## src/rtl/svp_pkg.sv

```systemverilog
// svp_pkg: shared types and constants for the semantic version parser.
// No dependencies; imported by svp_parse, the top level, the checker and the testbench.
package svp_pkg;

	localparam int CHAR_W = 8;
	localparam int PART_W = 20;
	localparam int STATUS_W = 2;
	// A part times ten plus a digit needs 24 bits before the range check.
	localparam int WIDE_W = 24;

	localparam logic [PART_W-1:0] PART_MAX = PART_W'(999999);
	localparam logic [CHAR_W-1:0] CHAR_NUL = 8'h00;
	localparam logic [CHAR_W-1:0] CHAR_DOT = 8'h2E;
	localparam logic [CHAR_W-1:0] CHAR_ZERO = 8'h30;
	localparam logic [CHAR_W-1:0] CHAR_NINE = 8'h39;

	localparam logic [1:0] LAST_PART = 2'd2;

	typedef enum logic [STATUS_W-1:0] {
		STATUS_OK = 2'd0,
		STATUS_EMPTY = 2'd1,
		STATUS_MALFORMED = 2'd2
	} status_t;

	typedef struct packed {
		status_t status;
		logic [PART_W-1:0] major;
		logic [PART_W-1:0] minor;
		logic [PART_W-1:0] patch;
	} svp_result_t;

endpackage

```

## src/rtl/svp_parse.sv

```systemverilog
// svp_parse: per-string parse state and its one-character update.
// Depends on svp_pkg; instantiated by semantic_version_parser_top.
module svp_parse (
	input  logic                      clk,
	input  logic                      arst_n,
	input  logic                      step,
	input  logic [svp_pkg::CHAR_W-1:0] char_code,
	output svp_pkg::svp_result_t      result
);
	import svp_pkg::*;

	logic [1:0]        part_index_q, part_index_n;
	logic [PART_W-1:0] part_accum_q, part_accum_n;
	logic              digits_seen_q, digits_seen_n;
	logic              leading_zero_q, leading_zero_n;
	logic              any_char_seen_q, any_char_seen_n;
	logic              error_flag_q, error_flag_n;
	logic [PART_W-1:0] major_hold_q, major_hold_n;
	logic [PART_W-1:0] minor_hold_q, minor_hold_n;

	logic              is_nul;
	logic              is_digit;
	logic              is_dot;
	logic [3:0]        digit;
	logic [WIDE_W-1:0] accum_next;

	assign is_nul = (char_code == CHAR_NUL);
	assign is_digit = (char_code >= CHAR_ZERO) && (char_code <= CHAR_NINE);
	assign is_dot = (char_code == CHAR_DOT);
	assign digit = char_code[3:0];
	// times ten as shift-and-add
	assign accum_next = {1'b0, part_accum_q, 3'b000} + {3'b000, part_accum_q, 1'b0}
		+ {{(WIDE_W-4){1'b0}}, digit};

	always_comb begin
		part_index_n = part_index_q;
		part_accum_n = part_accum_q;
		digits_seen_n = digits_seen_q;
		leading_zero_n = leading_zero_q;
		any_char_seen_n = any_char_seen_q;
		error_flag_n = error_flag_q;
		major_hold_n = major_hold_q;
		minor_hold_n = minor_hold_q;
		if (step) begin
			if (is_nul) begin
				// terminator: start the next string clean
				part_index_n = '0;
				part_accum_n = '0;
				digits_seen_n = 1'b0;
				leading_zero_n = 1'b0;
				any_char_seen_n = 1'b0;
				error_flag_n = 1'b0;
				major_hold_n = '0;
				minor_hold_n = '0;
			end else begin
				any_char_seen_n = 1'b1;
				if (!error_flag_q) begin
					if (is_digit) begin
						if (digits_seen_q && leading_zero_q) begin
							error_flag_n = 1'b1;
						end else if (accum_next > {{(WIDE_W-PART_W){1'b0}}, PART_MAX}) begin
							error_flag_n = 1'b1;
						end else begin
							if (!digits_seen_q) begin
								leading_zero_n = (digit == 4'd0);
							end
							part_accum_n = accum_next[PART_W-1:0];
							digits_seen_n = 1'b1;
						end
					end else if (is_dot) begin
						if (!digits_seen_q || part_index_q >= LAST_PART) begin
							error_flag_n = 1'b1;
						end else begin
							if (part_index_q == 2'd0) begin
								major_hold_n = part_accum_q;
							end else begin
								minor_hold_n = part_accum_q;
							end
							part_index_n = part_index_q + 2'd1;
							part_accum_n = '0;
							digits_seen_n = 1'b0;
							leading_zero_n = 1'b0;
						end
					end else begin
						error_flag_n = 1'b1;
					end
				end
			end
		end
	end

	always_ff @(posedge clk or negedge arst_n) begin
		if (!arst_n) begin
			part_index_q <= '0;
			part_accum_q <= '0;
			digits_seen_q <= 1'b0;
			leading_zero_q <= 1'b0;
			any_char_seen_q <= 1'b0;
			error_flag_q <= 1'b0;
			major_hold_q <= '0;
			minor_hold_q <= '0;
		end else begin
			part_index_q <= part_index_n;
			part_accum_q <= part_accum_n;
			digits_seen_q <= digits_seen_n;
			leading_zero_q <= leading_zero_n;
			any_char_seen_q <= any_char_seen_n;
			error_flag_q <= error_flag_n;
			major_hold_q <= major_hold_n;
			minor_hold_q <= minor_hold_n;
		end
	end

	// Result as it stands if the current character is the terminator.
	always_comb begin
		result.major = '0;
		result.minor = '0;
		result.patch = '0;
		if (!any_char_seen_q) begin
			result.status = STATUS_EMPTY;
		end else if (error_flag_q || part_index_q != LAST_PART || !digits_seen_q) begin
			result.status = STATUS_MALFORMED;
		end else begin
			result.status = STATUS_OK;
			result.major = major_hold_q;
			result.minor = minor_hold_q;
			result.patch = part_accum_q;
		end
	end

endmodule

```

## src/rtl/semantic_version_parser_top.sv

```systemverilog
// Semantic version parser, one character per word on the input channel. A zero
// byte ends a string and yields one result word (status, major, minor, patch);
// other characters yield nothing. The block takes one character every clock
// unless in_stall is raised: each character passes an input register, then a
// registered update of the parse state (digit check, multiply by ten plus add,
// range compare). A result word is loaded into the output register when its
// terminator leaves the input register; it is held there while it waits, so
// input keeps flowing; the input stalls only when a second terminator reaches
// the parser before the previous result has been taken.
// Depends on svp_pkg and svp_parse.
module semantic_version_parser_top (
	input  logic                        clk,
	input  logic                        arst_n,
	input  logic                        in_valid,
	output logic                        in_stall,
	input  logic [svp_pkg::CHAR_W-1:0]   char_code,
	output logic                        out_valid,
	input  logic                        out_stall,
	output logic [svp_pkg::STATUS_W-1:0] status,
	output logic [svp_pkg::PART_W-1:0]   major,
	output logic [svp_pkg::PART_W-1:0]   minor,
	output logic [svp_pkg::PART_W-1:0]   patch
);
	import svp_pkg::*;

	logic              valid_s1;
	logic [CHAR_W-1:0] char_s1;
	logic              nul_s1;
	logic              block_s1;
	logic              advance;
	svp_result_t       result;
	logic              out_valid_q;
	svp_result_t       result_q;

	assign nul_s1 = (char_s1 == CHAR_NUL);
	// hold a terminator while the previous result is still waiting
	assign block_s1 = valid_s1 && nul_s1 && out_valid_q && out_stall;
	assign advance = valid_s1 && !block_s1;
	assign in_stall = block_s1;

	always_ff @(posedge clk or negedge arst_n) begin
		if (!arst_n) begin
			valid_s1 <= 1'b0;
		end else if (!block_s1) begin
			valid_s1 <= in_valid;
		end
	end

	always_ff @(posedge clk) begin
		if (!block_s1 && in_valid) begin
			char_s1 <= char_code;
		end
	end

	svp_parse u_parse (
		.clk       (clk),
		.arst_n    (arst_n),
		.step      (advance),
		.char_code (char_s1),
		.result    (result)
	);

	always_ff @(posedge clk or negedge arst_n) begin
		if (!arst_n) begin
			out_valid_q <= 1'b0;
		end else if (advance && nul_s1) begin
			out_valid_q <= 1'b1;
		end else if (!out_stall) begin
			out_valid_q <= 1'b0;
		end
	end

	always_ff @(posedge clk) begin
		if (advance && nul_s1) begin
			result_q <= result;
		end
	end

	assign out_valid = out_valid_q;
	assign status = result_q.status;
	assign major = result_q.major;
	assign minor = result_q.minor;
	assign patch = result_q.patch;

endmodule

```

## config.mk

```make
export PLATFORM = sky130hd
export DESIGN_NAME = semantic_version_parser_top
export DESIGN_NICKNAME = d
export VERILOG_FILES = /design/src/rtl/svp_pkg.sv /design/src/rtl/svp_parse.sv /design/src/rtl/semantic_version_parser_top.sv
export SDC_FILE = /design/constraint.sdc
export NUM_CORES = 1
export LEC_CHECK = 0
export ABC_AREA = 1
export BUFFER_PORTS_ARGS = -buffer_cell sky130_fd_sc_hd__buf_4
export CAP_MARGIN = 20
export CORE_ASPECT_RATIO = 0.8
export CORE_MARGIN = 4
export CORE_UTILIZATION = 59
export CTS_CLUSTER_SIZE = 10
export DETAILED_ROUTE_END_ITERATION = 12
export GPL_TIMING_DRIVEN = 0
export HOLD_SLACK_MARGIN = 0.12
export PLACE_DENSITY = 0.8
export SYNTH_ARGS = -nofsm -noshare
export SYNTH_HDL_FRONTEND = slang
export SYNTH_HIERARCHICAL = 1
export SYNTH_SLANG_ARGS = --single-unit
```

## constraint.sdc

```tcl
create_clock -name clk -period 5.4 [get_ports clk]
set_clock_uncertainty 0.2 [all_clocks]
set_input_delay 1.08 -clock clk [delete_from_list [all_inputs] [get_ports clk]]
set_output_delay 1.08 -clock clk [all_outputs]
set_load 0.05 [all_outputs]
```

Yosys cells after proc, flatten, opt, wreduce, memory -nomap -nowiden
Index checks and enable logic that the tools add are counted. W data, S select, Z words.

Muxes and demuxes: 48. Bitwise logic cells: 1. Add/sub/neg operators: 3. Shifts and indexed selects: 0. Equal/unequal tests: 11. Reduce and logical (&&, ||, !) cells: 25. Multiply operators: 0. Order comparisons: 4. Divide/modulo/power cells: 0.

Operator list (count): $mux W20 (19); $add A23 B21 Y24 (1); $add A24 B4 Y24 (1); $gt A24 B20 Y1 const B (1); $mux W1 (23); $reduce_and A6 Y1 (3); $mux W2 (6); $ne A2 B2 Y1 const B (5); $ne A3 B3 Y1 const B (3); $eq A8 B6 Y1 const B (1); $ge A8 B6 Y1 const B (1); $le A8 B6 Y1 const B (1); $logic_and A1 B1 Y1 (8); $logic_not A8 Y1 (1); $reduce_and A7 Y1 (1); $reduce_and A5 Y1 (1); $logic_not A4 Y1 (1); $reduce_bool A2 Y1 (2); $logic_or A1 B1 Y1 (3); $ne A3 B2 Y1 const B (1); $reduce_bool A3 Y1 (1); $add A2 B1 Y2 const B (1); $ge A2 B2 Y1 const B (1); $logic_not A1 Y1 (2); 4 further kinds (4).

Input port bits: 12. RAM bits: 0. Output and inout port bits: 64. Latch bits: 0. Memories kept: 0. Register bits: 138. Memory bits (read-only): 0.

Longest topological paths before layout
Gate-level depths: netlist of the first run.

Depth in word-level cells: 8. Depth in mapped cells: 22. Mapped depth without buffers: 21.

Cells and area by module
The synthesis of the first run kept the hierarchy.

Modules (own cells, without submodules): svp_parse (seq. area each 1651.6 um^2, cells each 766, area each 5112.4 um^2, times used 1); semantic_version_parser_top (seq. area each 2152.1 um^2, cells each 92, area each 2248.4 um^2, times used 1).

Worst setup path after synthesis of the first run
No wires, ideal clock.

Kind: input port to flip-flop. Start point: in out_stall. End point: reg result_q, in the netlist major[0], enable pin. Arrival: 3.838 ns. Path slack: 0.878 ns. Stages: 3. Data required time: 4.716 ns. Setup time: 0.484 ns. Path buffers: 0. Cells stage by stage: nand2_1 -> inv_1 -> nor2_1.

Cells in the longest elaborated chain, start to end: 4.

Ends and longest elaborated chain: start, declared (RTL line semantic_version_parser_top.sv:18) `input logic out_stall,`; $logic_and A1 B1 Y1 (RTL line semantic_version_parser_top.sv:37) `assign block_s1 = valid_s1 && nul_s1 && out_valid_q && out_stall;`; $logic_not A1 Y1 (RTL line semantic_version_parser_top.sv:38) `assign advance = valid_s1 && !block_s1;`; $logic_and A1 B1 Y1 (RTL line semantic_version_parser_top.sv:38); $logic_and A1 B1 Y1 (RTL line semantic_version_parser_top.sv:74) `if (advance && nul_s1) begin`; end signal, assigned (RTL line semantic_version_parser_top.sv:75) `result_q <= result;`; end, declared (RTL line semantic_version_parser_top.sv:33) `svp_result_t result_q;`.

Every way passes these cells. A chain may end at the register's enable or synchronous reset.

Worst setup path in the final report of the first run
Start point: reg u_parse.part_accum_q[0]. End point: reg u_parse.part_accum_q[10].

Cells in the longest elaborated chain, start to end: 7.

Ends and longest elaborated chain: start, declared (RTL line svp_parse.sv:13) `logic [PART_W-1:0] part_accum_q, part_accum_n;`; start signal, assigned (RTL line svp_parse.sv:104) `part_accum_q <= part_accum_n;`; $add A23 B21 Y24 (*) (RTL line svp_parse.sv:32) `assign accum_next = {1'b0, part_accum_q, 3'b000} + {3'b000, part_accum_q, 1'b0}`; $add A24 B4 Y24 (*) (RTL line svp_parse.sv:33) `+ {{(WIDE_W-4){1'b0}}, digit};`; parallel branches: the longest is 5 deep, another holds $gt A24 B20 Y1.

Mark *: on every way between the ends. The select of a mux whose other input is x is not followed.

==> results of run 1 <==
path summary, 6_finish.rpt:
check | startpoint | to | slack, ns | cells after the start
max | u_parse/part_accum_q[0] | u_parse/part_accum_q[10] | 1.61 | 18
min | out_valid | out_valid | 0.31 | 2
max reg2reg | u_parse/part_accum_q[0] | u_parse/part_accum_q[10] | 1.61 | 18
min reg2reg | out_valid | out_valid | 0.31 | 2
max in group asynchronous | arst_n | u_parse/leading_zero_q | 3.83 | 1
min in group asynchronous | arst_n | u_parse/major_hold_q[0] | 0.57 | 1
worst min-delay path: cells and delay by family, from the launching register on:
kind,cells,cell delay [ns]
DFF,1,0.35
and+or+nand+nor,2,0.13
cell usage in the layout, fill, tap and decap left out, types with 2 or more instances in the layout:
| cell | synthesis | routed |
|---|---|---|
| sky130_fd_sc_hd__a21oi_1 | 22 | 22 |
| sky130_fd_sc_hd__a21oi_2 | 3 | 3 |
| sky130_fd_sc_hd__buf_4 | 0 | 75 |
| sky130_fd_sc_hd__buf_6 | 3 | 3 |
| sky130_fd_sc_hd__bufinv_16 | 0 | 3 |
| sky130_fd_sc_hd__clkbuf_1 | 17 | 17 |
| sky130_fd_sc_hd__clkbuf_16 | 0 | 17 |
| sky130_fd_sc_hd__clkinv_2 | 0 | 3 |
| sky130_fd_sc_hd__clkinv_4 | 0 | 3 |
| sky130_fd_sc_hd__clkinvlp_4 | 0 | 3 |
| sky130_fd_sc_hd__dfrtp_1 | 68 | 68 |
| sky130_fd_sc_hd__edfxtp_1 | 70 | 70 |
| sky130_fd_sc_hd__fa_1 | 2 | 2 |
| sky130_fd_sc_hd__ha_1 | 41 | 41 |
| sky130_fd_sc_hd__inv_1 | 132 | 132 |
| sky130_fd_sc_hd__inv_2 | 4 | 4 |
| sky130_fd_sc_hd__inv_6 | 0 | 2 |
| sky130_fd_sc_hd__nand2_1 | 214 | 214 |
| sky130_fd_sc_hd__nand2_2 | 12 | 12 |
| sky130_fd_sc_hd__nand3_1 | 40 | 40 |
| sky130_fd_sc_hd__nand3_2 | 3 | 3 |
| sky130_fd_sc_hd__nand3b_1 | 2 | 2 |
| sky130_fd_sc_hd__nand4_1 | 13 | 13 |
| sky130_fd_sc_hd__nor2_1 | 119 | 118 |
| sky130_fd_sc_hd__nor2_2 | 4 | 4 |
| sky130_fd_sc_hd__nor2_4 | 1 | 2 |
| sky130_fd_sc_hd__nor3_1 | 2 | 2 |
| sky130_fd_sc_hd__nor4_1 | 2 | 2 |
| sky130_fd_sc_hd__o21ai_0 | 46 | 46 |
| sky130_fd_sc_hd__o21ai_2 | 21 | 21 |
| sky130_fd_sc_hd__o21bai_1 | 3 | 3 |
| sky130_fd_sc_hd__or2_2 | 4 | 4 |
| sky130_fd_sc_hd__xor2_1 | 2 | 2 |
layout make-up:
cell class                      instances  area (um^2)
Clock inverter                         14        171.4
Timing Repair Buffer                   76        583.1
Sequential cell                       138         3804
Tap cell                              171        214.0
Fill cell                             894         3431
Inverter                              136        510.5
Clock buffer                           18        439.2
Multi-Input combinational cell        562         2938
Buffer                                 22        116.4
flip-flops by register name (all words and copies together), names as in the netlist, 2 cells and up:
name and count:
char_s1 8, major 20, minor 20, patch 20
status 2, u_parse/major_hold_q 20, u_parse/minor_hold_q 20, u_parse/part_accum_q 20
u_parse/part_index_q 2
kinds of logic after synthesis:
| family | synth area share (%) |
|---|---|
| simple gates | 23.95 |
| buf+inv | 8.516 |
| flops | 51.67 |
| compound gates | 7.989 |
| fa+ha+maj | 7.513 |
| xor+xnor | 0.3570 |
power breakdown:
group,internal [mW],switching (mW)
combinational,0.0121,0.0272
clock,0.740,0.451
sequential,1.11,0.00507
total,1.86,0.483
per-stage QoR:
step	hold slack [ns]	instance area, um^2	utilization, %
final	0.3074	8776	71.89
after global routing	0.3433	8776	71.89
after CTS	0.3112	8776	71.89
after detailed placement	0.2881	8165	66.89
after global placement	0.2874	8138	66.67
after floorplan	0.2633	7361	-
metal layers:
metal | global-route usage [%] | vias up | share of wire [%]
li1 | - | 2937 | -
met1 | 37.34 | 2810 | 44
met2 | 40.94 | 293 | 46
met3 | 4.720 | 38 | 8.4
met4 | 8.160 | 0 | 2.2
met5 | 0 | - | 0
==> impl_results.md, run 1 <==
* Status: finished, final reports clean
* Commonest cells post-synth: 214 x sky130_fd_sc_hd__nand2_1, 132 x sky130_fd_sc_hd__inv_1, 119 x sky130_fd_sc_hd__nor2_1, 70 x sky130_fd_sc_hd__edfxtp_1, 68 x sky130_fd_sc_hd__dfrtp_1
* Endpoints failing hold at 0
* Post-DR wirelength/cell at 15.86 um
* Clock tree from TritonCTS: built
* Number of hold-repair buffers added at the cts stage at 0
* Core Rows at 36
* Total CTS buffers at 17
* Peak fanout along the critical path at 10
* Layout overhead on the synthesized area at 19.22%
* Syn Area/Cell at 8.579 um^2
* Share of post-route cells with drive strength above 1 at 17.29%
* Primary FF master, synth: sky130_fd_sc_hd__edfxtp_1
* Total track usage at 26.07%
* Routed via count divided by cell count at 5.346
* Worst-skew pair later-pin latency at 0.42 ns
* Number of warning messages in the yosys log at 6
* Setup repair after global routing missed its margin: false
* Final cell count without fillers at 1,137
* Diode insertion count for antenna repair at 0
* Setup ws final at 1.615 ns
* Starting density of the core at 60.30%
* Sum of internal, switching and leakage power at 2.342 mW
* Max-Cap Viols at 0
* NumNets Final at 1,008
* Number of ports placed on the die boundary at 76
* Post-route antenna net violation count at 0
* Core box area at 12,210 um^2
* Via count of the first global-routing pass at 5,621
* Path category of the worst min-delay check: flop to flop
* Fraction of synthesized cell area taken by the top area cell type at 28.56%
* Horizontal die dimension at 132.9 um
* CP Capture Type: flop
* Overall die area at 14,340 um^2
* Maximum number of pins on one net before global-route repair at 69
* Worst path cell trace: inv_1, fa_1, fa_1, inv_1, nand2_1, a21oi_1, nand2_1, nand3_1, nand2_1, nand3_1, nand4_1, nor2_1, nand3_2, nand2_2, nand2_4, buf_8, nand2_2, o21ai_2
* Detailed-routing iteration count for the pre-antenna-repair pass at 5
* Critical Path Source Type: flop
* Number of synthesized flops with an enable pin at 70
* Final slew viol count at 0
* Slowest stage cell on the critical path: sky130_fd_sc_hd__fa_1
* Clock transition at the register clock pins on the worst setup and hold paths after CTS at 0.06 ns
* Cts repair resizes at 0
* Violation count after the first detailed-route iteration at 703
* Buffers on Ports at 75
* Post-synthesis cell type with the largest combined area: sky130_fd_sc_hd__edfxtp_1
* Die Y-Extent at 107.9 um
* Total of endpoints with negative setup slack in the final report at 0
* PwrDens at 266.9 nW/um^2
* Delay of the slowest cell on the worst path at 0.50 ns
* Number of antenna violations at the first check in global routing at 0
* Placed wire-length estimate after detailed placement at 12,950 um
* Overflow after GRT at 0
* Routed via count at 6,078
* Share of the yosys chip area belonging to registers at 51.67%
* Endpoint arrival time on the critical path at 3.89 ns
* Static leakage at 4.215 nW
* Setup tns final at 0 ns
* Number of buffer and inverter instances along the worst setup path at 3
* Post-route clock period utilization at 70.10%
* Post-Place Cells at 1,105
* TritonCTS sink count at 138
* Remaining DRCs at 0
* First-pass GRT wire length at 28,920 um
* CP Class: flop to flop
* Synthesized net count at 913
* Maximum clock path buffer count at 2
* Root buf cell: sky130_fd_sc_hd__clkbuf_16
* Pre-CTS setup slack at 1.695 ns
* Required arrival time at the worst endpoint at 5.50 ns
* Synth async-reset ratio at 49.28%
* Most Frequent Cell on Critical Path: sky130_fd_sc_hd__nand2_1
* Synth cell types at 34
* Transition time of the tightest slew-check pin at 0.8869 ns
* Post-CTS setup repair buffer count at 0
* Total of flip-flops plus latches after synthesis at 138
* Final critical path time including I/O delays and setup at 3.785 ns
* Netlist area before placement at 7361 um^2
* Level count of the clock H-tree at 4
* DRT Wirelength at 18,030 um
* Cells taking the most area after synthesis: sky130_fd_sc_hd__edfxtp_1 29%, sky130_fd_sc_hd__dfrtp_1 23%, sky130_fd_sc_hd__nand2_1 11%
* Slew Limit Headroom at 40.87%
* Synthesized instance count at 858
* Max VDD drop at 0.3626 mV
* RePlAce Congestion at 0.9466
* CP delay by family, top: simple AND/OR/NAND/NOR gates
* Library cell with the highest instance count after synthesis: sky130_fd_sc_hd__nand2_1
* Highest clock rate at 0.2642 GHz
Note: power is estimated with default switching activity, not from simulation.
==> inputs of run 2 (changes only) <==
- ABC_AREA: 1 -> 0
- clock period: 5.4 -> 3.5 ns (I/O delays scaled with it)
==> impl_results.md, run 2 <==
* Die Y-Extent at 104.8 um
* Status: finished, violations left
* Required arrival time at the worst endpoint at 3.61 ns
* Share of post-route cells with drive strength above 1 at 22.55%
* PwrDens at 412.0 nW/um^2
* Netlist area before placement at 6913 um^2
* Level count of the clock H-tree at 4
* TritonCTS sink count at 138
* Setup tns final at -11.02 ns
* Post-route antenna net violation count at 0
* Primary FF master, synth: sky130_fd_sc_hd__edfxtp_1
* Overflow after GRT at 0
* Synthesized net count at 677
* Path category of the worst min-delay check: input port to async pin
* Overall die area at 13,520 um^2
* Setup repair after global routing missed its margin: true
* DRT Wirelength at 17,330 um
* Setup ws final at -0.5136 ns
* Diode insertion count for antenna repair at 0
* Leading cell type in the layout, fill and taps excluded: sky130_fd_sc_hd__buf_4
* Core box area at 11,470 um^2
* Starting density of the core at 60.25%
* CP Class: flop to flop
* Number of ports placed on the die boundary at 76
* Syn Area/Cell at 11.11 um^2
* Via count of the first global-routing pass at 5,441
* Final slew viol count at 0
* Final critical path time including I/O delays and setup at 4.014 ns
* Synth async-reset ratio at 49.28%
* Core Rows at 35
* Post-synthesis cell type with the largest combined area: sky130_fd_sc_hd__edfxtp_1
* Endpoint arrival time on the critical path at 4.12 ns
* Root buf cell: sky130_fd_sc_hd__clkbuf_16
* Peak fanout along the critical path at 4
* Cells taking the most area after synthesis: sky130_fd_sc_hd__edfxtp_1 30%, sky130_fd_sc_hd__dfrtp_1 25%, sky130_fd_sc_hd__ha_1 7.4%
* Max VDD drop at 0.3147 mV
* Number of warning messages in the yosys log at 6
* Fraction of synthesized cell area taken by the top area cell type at 30.41%
* Placed wire-length estimate after detailed placement at 11,640 um
* Total CTS buffers at 17
* Number of cells traversed by the worst register-to-register path at 15
* Synth cell types at 63
* Commonest cells post-synth: 88 x sky130_fd_sc_hd__nand2_1, 70 x sky130_fd_sc_hd__edfxtp_1, 68 x sky130_fd_sc_hd__dfrtp_1, 64 x sky130_fd_sc_hd__and2_1, 58 x sky130_fd_sc_hd__o21ai_0
* Clock transition at the register clock pins on the worst setup and hold paths after CTS at 0.07 ns
* Violation count after the first detailed-route iteration at 478
* Detailed-routing iteration count for the pre-antenna-repair pass at 7
* Maximum clock path buffer count at 2
* Final Instance Area at 8622 um^2
* Horizontal die dimension at 129.0 um
* Number of hold-repair buffers added at the cts stage at 0
* Share of the yosys chip area belonging to registers at 55.02%
* Worst-skew pair later-pin latency at 0.42 ns
* Pre-CTS setup slack at -0.9653 ns
* Total of flip-flops plus latches after synthesis at 138
* Sum of internal, switching and leakage power at 3.553 mW
* Post-detailed-placement cell area at 7706 um^2
* Remaining DRCs at 0
* Total track usage at 26.88%
* CP Capture Type: flop
* Max-Cap Viols at 0
* Static leakage at 3.722 nW
* Routed via count divided by cell count at 6.099
* NumNets Final at 787
* Number of antenna violations at the first check in global routing at 0
* Total of endpoints with negative setup slack in the final report at 23
* Slew Limit Headroom at 40.50%
* Transition time of the tightest slew-check pin at 0.8925 ns
* Routed via count at 5,446
* Maximum number of pins on one net before global-route repair at 69
* Synthesized instance count at 622
* Post-route clock period utilization at 114.7%
* Highest clock rate at 0.2492 GHz
* Number of synthesized flops with an enable pin at 70
* Layout overhead on the synthesized area at 24.72%
* Leading cell types in the layout, fill and taps excluded: 91 x sky130_fd_sc_hd__buf_4, 88 x sky130_fd_sc_hd__nand2_1, 70 x sky130_fd_sc_hd__edfxtp_1
* Endpoints failing hold at 0
* Post-DR wirelength/cell at 19.40 um
* First-pass GRT wire length at 28,490 um
* RePlAce Congestion at 0.8595
* Library cell with the highest instance count after synthesis: sky130_fd_sc_hd__nand2_1
* Failing checks: setup timing
* Critical Path Source Type: flop
* Buffers on Ports at 75
* Clock tree from TritonCTS: built
run 2: cell types whose count changed after synthesis, moves of 8 or more:
cell / change
sky130_fd_sc_hd__o21ai_2: -21
sky130_fd_sc_hd__nand2_2: -12
sky130_fd_sc_hd__nand2_1: -126
sky130_fd_sc_hd__xnor2_1: +8
sky130_fd_sc_hd__nor3_1: +8
sky130_fd_sc_hd__nand3_1: -36
sky130_fd_sc_hd__a22o_1: +17
sky130_fd_sc_hd__inv_1: -119
sky130_fd_sc_hd__o21ai_0: +12
sky130_fd_sc_hd__clkbuf_1: +10
sky130_fd_sc_hd__o21a_1: +9
sky130_fd_sc_hd__nor2_1: -104
sky130_fd_sc_hd__and2_1: +64
run 2: timing repair:
action	in CTS	in global routing
cloned	1	0
buffers inserted	15	3
pin swaps	17	16
endpoints found under the hold margin	0	0
resized for setup	26	17
endpoints found under the setup margin	23	43
run 2: metrics by stage:
| stage | instances | hold slack, ns | utilization, % |
|---|---|---|---|
| after floorplan | 622 | 0.2044 | - |
| after global placement | 845 | 0.2547 | 66.95 |
| final | 893 | 0.1983 | 75.15 |
| after CTS | 891 | 0.2201 | 74.21 |
| after detailed placement | 846 | 0.2638 | 67.16 |
| after global routing | 893 | 0.2503 | 75.15 |
run 2: layer usage:
layer	up-vias	global-route usage, %	part of all wire (%)
li1	2504	-	-
met1	2695	37.74	44
met2	224	42.46	48
met3	23	6.132	7.0
met4	0	7.196	1.2
met5	-	0	0
run 2: cell type report:
type / instances / area (um^2)
fillers: 719 / 2851
flip-flops and latches: 138 / 3807
well taps: 148 / 185.2
multi-input cells: 438 / 3122
clock inverters: 15 / 156.4
clock buffers: 17 / 425.4
inverters: 13 / 51.30
repair buffers: 95 / 737.0
plain buffers: 29 / 137.6
run 2: worst paths after layout:
check,start,end,slack (ns)
min,arst_n,valid_s1,0.20
max reg2reg,u_parse/part_accum_q[2],u_parse/part_accum_q[4],-0.51
min reg2reg,u_parse/major_hold_q[9],u_parse/major_hold_q[9],0.28
min in group clk,char_code[0],char_s1[0],0.25
max in group asynchronous,arst_n,u_parse/part_accum_q[5],2.28
max,u_parse/part_accum_q[2],u_parse/part_accum_q[4],-0.51
run 2: power by group:
| group | total [mW] | internal [mW] | switching (mW) | leakage [nW] |
|---|---|---|---|---|
| clock | 1.76 | 1.01 | 0.756 | 0.271 |
| combinational | 0.0727 | 0.0273 | 0.0454 | 1.89 |
| sequential | 1.72 | 1.71 | 0.0113 | 1.56 |
| total | 3.55 | 2.74 | 0.812 | 3.72 |
run 2: cell families after synthesis:
kind of cell,synth area share [%]
AOI/OAI and AO/OA,16.22
muxes,0.1448
buffers and inverters,2.842
xor gates and xnor gates,1.520
and+or+nand+nor,16.25
adders and majority gates,8.000
DFF,55.02
run 2: critical path, cell delays in order (launching register included):
cell and delay [ns]:
sky130_fd_sc_hd__dfrtp_2 0.41, sky130_fd_sc_hd__inv_1 0.13, sky130_fd_sc_hd__fa_1 0.46, sky130_fd_sc_hd__inv_2 0.08
sky130_fd_sc_hd__ha_4 0.19, sky130_fd_sc_hd__a211o_1 0.31, sky130_fd_sc_hd__a221oi_4 0.32, sky130_fd_sc_hd__buf_6 0.17
sky130_fd_sc_hd__o22ai_4 0.08, sky130_fd_sc_hd__a221oi_2 0.26, sky130_fd_sc_hd__nand4_1 0.12, sky130_fd_sc_hd__a221o_1 0.44
sky130_fd_sc_hd__a31oi_4 0.24, sky130_fd_sc_hd__o21ai_4 0.10, sky130_fd_sc_hd__buf_4 0.15, sky130_fd_sc_hd__a22o_1 0.22
==> inputs of run 3 (changes only) <==
- CORE_UTILIZATION: 59 -> 60
- PLACE_DENSITY: 0.8 -> 0.81
- clock period: 3.5 -> 5.2 ns (I/O delays scaled with it)
==> impl_results.md, run 3 (synthesis gave the netlist of run 2 again) <==
* Clock tree from TritonCTS: built
* Static leakage at 3.604 nW
* Share of post-route cells with drive strength above 1 at 16.85%
* Sum of internal, switching and leakage power at 2.477 mW
* Detailed-routing iteration count for the pre-antenna-repair pass at 6
* Diode insertion count for antenna repair at 0
* Core box area at 11,060 um^2
* Endpoint with the worst hold slack: u_parse/major_hold_q[18]
* DRT Wirelength at 17,020 um
* Peak fanout along the critical path at 10
* Die Y-Extent at 104.0 um
* Reg-to-reg slack, setup at 0.63 ns
* First-pass GRT wire length at 27,790 um
* Buffers on Ports at 75
* Endpoints failing hold at 0
* Post-CTS setup repair buffer count at 0
* Number of ports placed on the die boundary at 76
* Horizontal die dimension at 128.0 um
* Slew Limit Headroom at 43.15%
* Max-Cap Viols at 0
* Setup tns final at 0 ns
* Core Rows at 34
* Overall die area at 13,310 um^2
* Pre-CTS setup slack at 0.7204 ns
* Leading cell type in the layout, fill and taps excluded: sky130_fd_sc_hd__nand2_1
* Number of antenna violations at the first check in global routing at 0
* Setup ws final at 0.6297 ns
* Critical Path Source Type: flop
* Finished Core Util at 75.16%
* Max VDD drop at 0.2142 mV
* Setup repair after global routing missed its margin: false
* Clock transition at the register clock pins on the worst setup and hold paths after CTS at 0.06 ns
* Total of endpoints with negative setup slack in the final report at 0
* Starting density of the core at 62.50%
* Placed wire-length estimate after detailed placement at 11,930 um
* Leading cell types in the layout, fill and taps excluded: 88 x sky130_fd_sc_hd__nand2_1, 75 x sky130_fd_sc_hd__buf_4, 70 x sky130_fd_sc_hd__edfxtp_1
* Overflow after GRT at 0
* Total track usage at 26.28%
* Layout overhead on the synthesized area at 20.25%
* Total CTS buffers at 17
* Final slew viol count at 0
* Routed via count at 5,367
* Final critical path time including I/O delays and setup at 4.570 ns
* R2r endpoint: u_parse/part_accum_q[10]
* Post-Place Cells at 842
* RePlAce Congestion at 0.9058
* Root buf cell: sky130_fd_sc_hd__clkbuf_16
* Required arrival time at the worst endpoint at 5.30 ns
* CP Class: flop to flop
* TritonCTS sink count at 138
* NumNets Final at 772
* PwrDens at 297.9 nW/um^2
* Violation count after the first detailed-route iteration at 566
* Cts repair resizes at 0
* Hold Startpoint: u_parse/major_hold_q[18]
* Number of cells traversed by the worst register-to-register path at 14
* Worst-skew pair later-pin latency at 0.42 ns
* Endpoint arrival time on the critical path at 4.67 ns
* Number of hold-repair buffers added at the cts stage at 0
* Post-route clock period utilization at 87.89%
* Routed via count divided by cell count at 6.141
* Path category of the worst min-delay check: flop to flop
* Remaining DRCs at 0
* Highest clock rate at 0.2188 GHz
* Maximum clock path buffer count at 2
* Post-route antenna net violation count at 0
* Post-DR wirelength/cell at 19.48 um
* Final cell count without fillers at 874
* Via count of the first global-routing pass at 5,201
* CP Capture Type: flop
* Worst Hold Path Cells at 2
* Status: finished, final reports clean
* Maximum number of pins on one net before global-route repair at 69
* Worst reg2reg startpoint: u_parse/part_accum_q[0]
* Transition time of the tightest slew-check pin at 0.8528 ns
* Level count of the clock H-tree at 4
## run 3: area by class of cell
cell class,count,area (um^2)
plain buffers,33,147.6
clock buffers,17,425.4
clock inverters,15,203.9
fillers,705,2748
inverters,13,48.80
multi-input cells,438,2920
flip-flops and latches,138,3804
well taps,144,180.2
repair buffers,76,583.1
## run 3: worst max-delay path by stage
stage / startpoint / endpoint / slack, ns / cells past startpoint
after floorplan: out_stall / major[0] / 0.72 / 2
after global placement: out_stall / major[14] / -0.24 / 3
after detailed placement: u_parse/part_accum_q[0] / u_parse/part_accum_q[8] / 0.72 / 14
after CTS: u_parse/part_accum_q[0] / u_parse/part_accum_q[10] / 0.68 / 14
after global routing: u_parse/part_accum_q[0] / u_parse/part_accum_q[8] / 0.36 / 14
final: u_parse/part_accum_q[0] / u_parse/part_accum_q[10] / 0.63 / 14
## run 3: per-layer routing
layer	share of wire, %	vias up	GRT usage (%)
met5	0	-	0
met4	1.5	0	7.727
met3	7.4	29	4.517
met2	47	244	42.19
met1	44	2624	36.86
li1	-	2470	-
## run 3: critical path: stages (launching register included)
cell	delay [ns]
sky130_fd_sc_hd__dfrtp_1	0.46
sky130_fd_sc_hd__inv_1	0.15
sky130_fd_sc_hd__fa_1	0.57
sky130_fd_sc_hd__inv_1	0.05
sky130_fd_sc_hd__ha_1	0.30
sky130_fd_sc_hd__a211o_1	0.33
sky130_fd_sc_hd__a221oi_4	0.37
sky130_fd_sc_hd__o221a_2	0.30
sky130_fd_sc_hd__xnor2_1	0.11
sky130_fd_sc_hd__a2111oi_0	0.44
sky130_fd_sc_hd__nand4b_1	0.21
sky130_fd_sc_hd__a31oi_2	0.31
sky130_fd_sc_hd__o21ai_1	0.16
sky130_fd_sc_hd__buf_2	0.22
sky130_fd_sc_hd__a22o_1	0.25
## run 3: through the flow
step | hold WS (ns) | instance area [um^2]
2_1_floorplan | 0.2418 | 6913
4_1_cts | 0.2799 | 8313
6_report | 0.2835 | 8313
3_5_place_dp | 0.2648 | 7684
5_1_grt | 0.3053 | 8313
3_3_place_gp | 0.2555 | 7656
## run 3: report_power, final
group / switching, mW / leakage, nW / internal (mW)
logic: 0.0278 / 1.73 / 0.0155
clock network: 0.500 / 0.307 / 0.776
registers: 0.00810 / 1.57 / 1.15
